--- config.mk ---
export PLATFORM = sky130hd
export DESIGN_NAME = ccm_is_div
export DESIGN_NICKNAME = d
export VERILOG_FILES = /design/src/rtl/core/ccm_is_pkg.sv /design/src/rtl/core/ccm_is_div.sv
export SDC_FILE = /design/constraint.sdc
export NUM_CORES = 1
export LEC_CHECK = 0
export ABC_AREA = 1
export BUFFER_PORTS_ARGS = -buffer_cell sky130_fd_sc_hd__buf_2
export CAP_MARGIN = 10
export CORE_MARGIN = 2
export CORE_UTILIZATION = 31
export DETAILED_ROUTE_END_ITERATION = 6
export SYNTH_ARGS = -nofsm -noshare
export SYNTH_HDL_FRONTEND = slang
export SYNTH_SLANG_ARGS = --single-unit
--- constraint.sdc ---
create_clock -name clock -period 5.56 [get_ports clock]
set_input_delay 1.668 -clock clock [delete_from_list [all_inputs] [get_ports clock]]
set_output_delay 1.668 -clock clock [all_outputs]
set_load 0.005 [all_outputs]
--- src/rtl/core/ccm_is_pkg.sv ---
// Shared types and constants for the color correction matrix block.
// Holds fixed-point formats, color space constant tables and action codes.
// No dependencies; imported by the divider and the top level.
package ccm_is_pkg;

   // Fixed-point formats.
   localparam int FRAC_BITS  = 12;
   localparam int CONST_FRAC = 16;
   localparam int MIX_FRAC   = 24;
   localparam int A_SHIFT    = 2 * CONST_FRAC + FRAC_BITS - MIX_FRAC;

   localparam int TEMP_W  = 16;
   localparam int GAIN_W  = 16;
   localparam int COEF_W  = 20;
   localparam int OUT_W   = 16;
   localparam int SAT_W   = 21;
   localparam int OPA_W   = 22;
   localparam int OPB_W   = 18;
   localparam int PROD_W  = OPA_W + OPB_W;
   localparam int ACC_W   = 64;
   localparam int A_W     = 34;
   localparam int CHUNK_W = 17;

   // Divider: quotient magnitude always fits in DIV_STEPS bits.
   localparam int DIV_STEPS = 20;
   localparam int DEN_W     = 16;
   localparam int QUOT_W    = DIV_STEPS + 1;
   localparam int CNT_W     = 5;

   localparam int DEF_TEMP = 4000;
   localparam int DEF_LUX  = 400;

   localparam longint COEF_MAX = (longint'(79999) * (longint'(1) << FRAC_BITS)) / 10000;
   localparam longint COEF_MIN = -(longint'(8) << FRAC_BITS);

   typedef enum logic [1:0] {
      ACT_LOAD_TEMP  = 2'd0,
      ACT_LOAD_COEF  = 2'd1,
      ACT_LOAD_CURVE = 2'd2,
      ACT_COMPUTE    = 2'd3
   } action_type;

   localparam logic [1:0] CSR_USER_SAT = 2'd0;
   localparam logic [1:0] CSR_ENTRIES  = 2'd1;
   localparam logic [1:0] CSR_POINTS   = 2'd2;

   // RGB to YCbCr and back, Q.16, row-major.
   localparam longint RGB_TO_Y [9] = '{
      19595, 38470, 7471,
      -11076, -21692, 32768,
      32768, -27460, -5308
   };
   localparam longint Y_TO_RGB [9] = '{
      65536, 0, 91881,
      65536, -22610, -46793,
      65536, 116064, 0
   };

   // Luma part of the mixing matrix, already scaled by 2^FRAC_BITS.
   function automatic longint luma_const(int r, int c);
      return (Y_TO_RGB[r * 3] * RGB_TO_Y[c]) * (longint'(1) << FRAC_BITS);
   endfunction

   // Chroma part of the mixing matrix; it is multiplied by the saturation.
   function automatic longint chroma_const(int r, int c);
      return Y_TO_RGB[r * 3 + 1] * RGB_TO_Y[3 + c] + Y_TO_RGB[r * 3 + 2] * RGB_TO_Y[6 + c];
   endfunction

   localparam longint LUMA_TBL [9] = '{
      luma_const(0, 0), luma_const(0, 1), luma_const(0, 2),
      luma_const(1, 0), luma_const(1, 1), luma_const(1, 2),
      luma_const(2, 0), luma_const(2, 1), luma_const(2, 2)
   };
   localparam longint CHROMA_TBL [9] = '{
      chroma_const(0, 0), chroma_const(0, 1), chroma_const(0, 2),
      chroma_const(1, 0), chroma_const(1, 1), chroma_const(1, 2),
      chroma_const(2, 0), chroma_const(2, 1), chroma_const(2, 2)
   };

endpackage

--- src/rtl/core/ccm_is_div.sv ---
// Iterative rounding divider, one quotient bit per cycle.
// Depends on ccm_is_pkg for the operand and quotient widths.
module ccm_is_div
   import ccm_is_pkg::*;
(
   input  logic                     clock,
   input  logic                     reset,
   input  logic                     start,
   input  logic signed [PROD_W-1:0] num,
   input  logic        [DEN_W-1:0]  den,
   output logic                     done,
   output logic signed [QUOT_W-1:0] quot
);

   logic                 busy_ff;
   logic                 done_ff;
   logic [CNT_W-1:0]     cnt_ff;
   logic [DEN_W-1:0]     rem_ff;
   logic [DEN_W-1:0]     den_ff;
   logic [DIV_STEPS-1:0] sh_ff;
   logic                 neg_ff;

   logic [PROD_W-1:0] mag;
   logic [DEN_W:0]    trial;
   logic              ge;

   // Magnitude plus half the divisor, so the truncated quotient rounds away from zero.
   always_comb begin
      if (num[PROD_W-1]) begin
         mag = ~num + PROD_W'({1'b0, den[DEN_W-1:1]}) + PROD_W'(1);
      end else begin
         mag = num + PROD_W'({1'b0, den[DEN_W-1:1]});
      end
      trial = {rem_ff, sh_ff[DIV_STEPS-1]};
      ge    = trial >= {1'b0, den_ff};
   end

   // Restoring division over the low quotient bits; the high part is known below the divisor.
   always_ff @(posedge clock) begin
      if (reset) begin
         busy_ff <= 1'b0;
         done_ff <= 1'b0;
         cnt_ff  <= '0;
      end else begin
         done_ff <= 1'b0;
         if (start) begin
            busy_ff <= 1'b1;
            cnt_ff  <= '0;
            rem_ff  <= mag[DEN_W+DIV_STEPS-1:DIV_STEPS];
            sh_ff   <= mag[DIV_STEPS-1:0];
            neg_ff  <= num[PROD_W-1];
            den_ff  <= den;
         end else if (busy_ff) begin
            rem_ff <= ge ? DEN_W'(trial - {1'b0, den_ff}) : trial[DEN_W-1:0];
            sh_ff  <= {sh_ff[DIV_STEPS-2:0], ge};
            cnt_ff <= cnt_ff + CNT_W'(1);
            if (cnt_ff == CNT_W'(DIV_STEPS - 1)) begin
               busy_ff <= 1'b0;
               done_ff <= 1'b1;
            end
         end
      end
   end

   assign done = done_ff;
   assign quot = neg_ff ? -$signed({1'b0, sh_ff}) : $signed({1'b0, sh_ff});

   // The partial remainder stays below the divisor while dividing.
   a_rem_bound: assert property (@(posedge clock) disable iff (reset)
      busy_ff |-> rem_ff < den_ff)
      else $error("divider remainder not below divisor");

   a_no_restart: assert property (@(posedge clock) disable iff (reset)
      start |-> !busy_ff)
      else $error("divider started while busy");

   a_done_after_busy: assert property (@(posedge clock) disable iff (reset)
      done_ff |-> $past(busy_ff))
      else $error("divider done without a division");

endmodule

Yosys cells after proc, flatten, opt, wreduce, memory -nomap -nowiden --
Index checks and enable logic that the tools add are counted.
Word-level totals: bits in registers 60, bits of input ports 59, output and inout port bits 22, logic and storage cells 34
Cells by class: $add $sub $neg 6, $lt $le $gt $ge 1, equal/unequal tests 1, multiplexer cells 11, bitwise operators 3, reduce and logical (&&, ||, !) cells 5
Operators with widths (count):
- adder 36 x 15 -> 36 bit | 2
- 2-to-1 mux 16 bit | 3
- 2-to-1 mux 20 bit | 2
- adder 36 x 1 -> 36 bit, second input constant | 1
- 2-to-1 mux 36 bit | 1
- inverter 36 bit | 1
- 2-to-1 mux 21 bit | 1
- negation 20 -> 21 bit | 1
- greater-or-equal comparator 17 x 16 -> 1 bit | 1
- subtractor 16 bit | 1
- adder 5 x 1 -> 5 bit, second input constant | 1
- equality test 5 bit, second input constant | 1
- 2-to-1 mux 1 bit | 4
- AND reduction 2 bit | 2
- OR reduction 3 bit | 1
- inverter 1 bit | 2
- nonzero test 2 bit | 1
- OR reduction 2 bit | 1

Logic depth before layout (Yosys ltp) --
word-level depth 5, gate-level depth with buffers 18, mapped depth without buffers 17

Worst setup path before layout --
Ideal clock, no wire load.
path type input-to-reg, start point input start, end point register rem_ff[0], enable pin, setup time 443 ps, arrival time 3881 ps, data required time 5117 ps, path slack 1236 ps, stages on the path 3, buffers on the path 1, cells stage by stage clkbuf_1 -> clkinv_1 -> a21oi_1
Between the ends: cells in the longest elaborated chain, start to end 2
RTL lines:
- from (decl) | line ccm_is_div.sv:8 | input logic start,
- nonzero test 2 bit (no source line)
- AND reduction 2 bit (no source line)
- to (signal assigned) | line ccm_is_div.sv:49 | rem_ff <= mag[DEN_W+DIV_STEPS-1:DIV_STEPS];
- to (signal assigned) | line ccm_is_div.sv:54 | rem_ff <= ge ? DEN_W'(trial - {1'b0, den_ff}) : trial[DEN_W-1:0];
- to (decl) | line ccm_is_div.sv:18 | logic [DEN_W-1:0] rem_ff;
No other way between the ends. A chain may end at the register's enable or synchronous reset.

Worst setup path after layout --
start point register sh_ff[0], end point output quot[14]
Between the ends: cells in the longest elaborated chain, start to end 2
RTL lines:
- from (decl) | line ccm_is_div.sv:20 | logic [DIV_STEPS-1:0] sh_ff;
- from (signal assigned) | line ccm_is_div.sv:50 | sh_ff <= mag[DIV_STEPS-1:0];
- from (signal assigned) | line ccm_is_div.sv:55 | sh_ff <= {sh_ff[DIV_STEPS-2:0], ge};
- negation 20 -> 21 bit | line ccm_is_div.sv:66 | assign quot = neg_ff ? -$signed({1'b0, sh_ff}) : $signed({1'b0, sh_ff});
- 2-to-1 mux 21 bit | line ccm_is_div.sv:66
- to (decl) | line ccm_is_div.sv:12 | output logic signed [QUOT_W-1:0] quot
No other way between the ends.

==> reports/results.txt <==
Resized cells post-CTS: 0
Ratio of cells with drive above 1 in the final layout: 0.09469
Starting DRT DRC Count: 633
Detailed-route via count: 7940
Most common cell type on the critical path: sky130_fd_sc_hd__nand4_1
Sum of negative setup slack: 0 ps
Layout Skew: 12.83 ps
Commonest non-fill, non-tap cell in the layout: sky130_fd_sc_hd__nand2_1
Worst setup timing slack at the placement stage: 1598 ps
Yosys top cell area share: 0.2148
Net count, final: 1404
Maximum frequency from static timing analysis: 251.8 MHz
Mapped Cells: 1232
Kind of start point of the critical path: flip-flop
Post-layout total power: 1.785 mW
Post-synth cell types: 45
Power per Cell Area: 212.9 nW/µm²
Nets in the synthesized netlist: 1342
Startpoint-to-endpoint class of the critical path: reg2out
Final wirelength: 25300 µm
GRT Residual Overflow: 0
Synthesis-stage register bit count: 60
Period utilization: 0.7144
Number of top-level pins: 81
Site row count: 56
Clk Latency, worst-skew pair: 340 ps
Standard cell core area: 23470 µm²
Critical path cell sequence: inv_1 > ha_1 > nand4_1 > nor2_1 > nand4_1 > o31ai_1 > xor2_1 > buf_2
Number of CTS-inserted buffers: 9
Number of max-capacitance violations reported: 0
Register area share after synthesis: 0.2337
Number of buffer cells added on primary ports: 77
Kind of cell adding the most delay to the critical path: simple AND/OR/NAND/NOR gates
Remaining max-slew budget at the tightest pin: 0.4270
Buffer levels on the longest clock path: 2
Average wire per cell in the routed design: 15.63 µm
Post-layout min period: 3972 ps
Count of filler cells inserted in the layout: 2637
Most frequent cells in the layout: sky130_fd_sc_hd__nand2_1, sky130_fd_sc_hd__inv_1, sky130_fd_sc_hd__nand3_1
TritonCTS Sinks: 60
Cts-stage hold buffer count: 0
Min Hold Slack: 457.3 ps
Final RePlAce weighted congestion: 0.9849
CP peak stage delay: 450 ps
Die width: 158.6 µm
Clock-pin slew on the worst setup and hold paths: 50 ps
Worst path buffer plus inverter count: 2
Final setup violation count: 0
Setup repair after global routing missed its margin: no
Clock tree from TritonCTS: built
Cell Area, Synth: 7411 µm²
Post-CTS Setup Inserts: 0
Ant diodes: 0
Worst path setup slack after routing: 1588 ps
Count of yosys warnings during synthesis: 0
Total leakage power: 4.332 nW
Required time of the critical path: 3890 ps
Status: finished, final reports clean
DRT antenna net count: 0
Die area: 25160 µm²
Class of the tightest hold or removal check: reg2reg
Via-to-Cell Ratio: 4.907
Maximum level of the CTS H-tree: 3
Synthesized area per cell: 6.015 µm²
Number of antenna violations at the first check in global routing: 0
Largest fanout of any net on the critical path: 4
Detailed Place HPWL: 20890 µm
Post-synthesis to final-layout area growth: 13.12%
Initial Util: 0.3157
Pins over their slew limit: 0
Slowest cell on the critical path: sky130_fd_sc_hd__edfxtp_1
Cell at the root of the clock tree: sky130_fd_sc_hd__clkbuf_16
Largest cells by area after synthesis: sky130_fd_sc_hd__edfxtp_1, sky130_fd_sc_hd__nand2_1, sky130_fd_sc_hd__inv_1
Height of the chip: 158.6 µm
DRC errors left: 0
Kind of capture point of the worst setup path: output pin
Final Hold Viols: 0
Largest net degree at the start of global routing: 43
Leading area contributor after synthesis: sky130_fd_sc_hd__edfxtp_1
Worst-case vdd ir drop: 0.0001714 V
Number of cells after detailed placement: 1602
Router iterations before antenna repair: 6
Via count of the first global-routing pass: 7420
GRT Overall Usage: 0.2049
Slew at the pin with the worst max-slew slack: 858.5 ps
Global-route wire length before repair: 39220 µm
Worst path arrival time: 2300 ps
Final instance count without filler cells: 1618
[per-stage QoR]
step	area (µm²)	util
2_1_floorplan	7411	-
3_3_place_gp	8083	0.3444
3_5_place_dp	8083	0.3444
4_1_cts	8383	0.3571
5_1_grt	8383	0.3571
6_report	8383	0.3571
[Yosys cell counts, drive strengths merged]
| cell type | instances |
|---|---|
| nand3b | 11 |
| nand2 | 418 |
| xor2 | 25 |
| clkbuf | 16 |
| ha | 48 |
| o31ai | 4 |
| o21ai | 50 |
| clkinv | 1 |
| buf | 17 |
| or2 | 3 |
| and2 | 2 |
| o21bai | 4 |
| xnor2 | 9 |
| inv | 210 |
| dfxtp | 7 |
| nand4 | 25 |
| o211ai | 2 |
| a21o | 2 |
| o22ai | 1 |
| nand3 | 139 |
| edfxtp | 53 |
| nor2 | 111 |
| a31oi | 4 |
| nor4 | 6 |
| nor3 | 23 |
| and3 | 1 |
| a21oi | 37 |
| fa | 3 |
[state kept, by name, summed over array words and instances (netlist names)]
signal and cells:
busy_ff 1, cnt_ff 5, den_ff 16, done 1
neg_ff 1, rem_ff 16, sh_ff 20
[worst reg2reg max path: stages (launching register included)]
cell and delay [ps]:
sky130_fd_sc_hd__edfxtp_1 320, sky130_fd_sc_hd__inv_1 110, sky130_fd_sc_hd__ha_1 250, sky130_fd_sc_hd__fa_1 420, sky130_fd_sc_hd__o21ai_1 380, sky130_fd_sc_hd__a21oi_1 230, sky130_fd_sc_hd__inv_1 90, sky130_fd_sc_hd__nand2_1 70
sky130_fd_sc_hd__nand2_1 60, sky130_fd_sc_hd__nand2_1 40, sky130_fd_sc_hd__nand2_1 60, sky130_fd_sc_hd__nand2_1 60, sky130_fd_sc_hd__nand3_1 80, sky130_fd_sc_hd__nand2_1 60
[cell families (layout without fill, tap and decap cells)]
family | Yosys count | in the layout | synth area share
DFF | 60 | 60 | 0.2337
and+or+nand+nor | 739 | 739 | 0.4293
adders and majority gates | 51 | 51 | 0.08914
buffers and inverters | 244 | 311 | 0.1310
AOI/OAI and AO/OA | 104 | 104 | 0.07665
xor gates and xnor gates | 34 | 34 | 0.04018
[worst paths after layout]
path	from	endpoint	slack (ps)	cells past startpoint
max reg2reg	sh_ff[19]	rem_ff[14]	3060	13
max	sh_ff[0]	quot[14]	1590	8
min reg2reg	cnt_ff[4]	cnt_ff[4]	460	1
min	cnt_ff[4]	cnt_ff[4]	460	1
[final cells by class]
type	count	area, µm²	area share
inverter	211	792.0	0.09448
clock inverter	7	75.07	0.008955
multi-input combinational	928	4722	0.5633
tap	319	399.1	0.04761
sequential	60	1732	0.2066
clock buffer	9	225.2	0.02687
timing repair buffer	84	437.9	0.05224
[power by group]
group,internal [mW],switching [mW],leakage [nW]
Sequential,0.539,0.0240,0.561
Clock,0.349,0.208,0.150
Combinational,0.218,0.447,3.62
[routing by layer]
metal	global-route usage	routed length, µm	share of wire	up-vias
li1	-	-	-	4042
met1	0.2697	11290	0.45	3644
met4	0.06263	639	0.025	0
met2	0.3519	12020	0.48	221
met3	0.02259	1345	0.053	33
met5	0	0	0	-
Note: power is estimated with default switching activity, not from simulation.
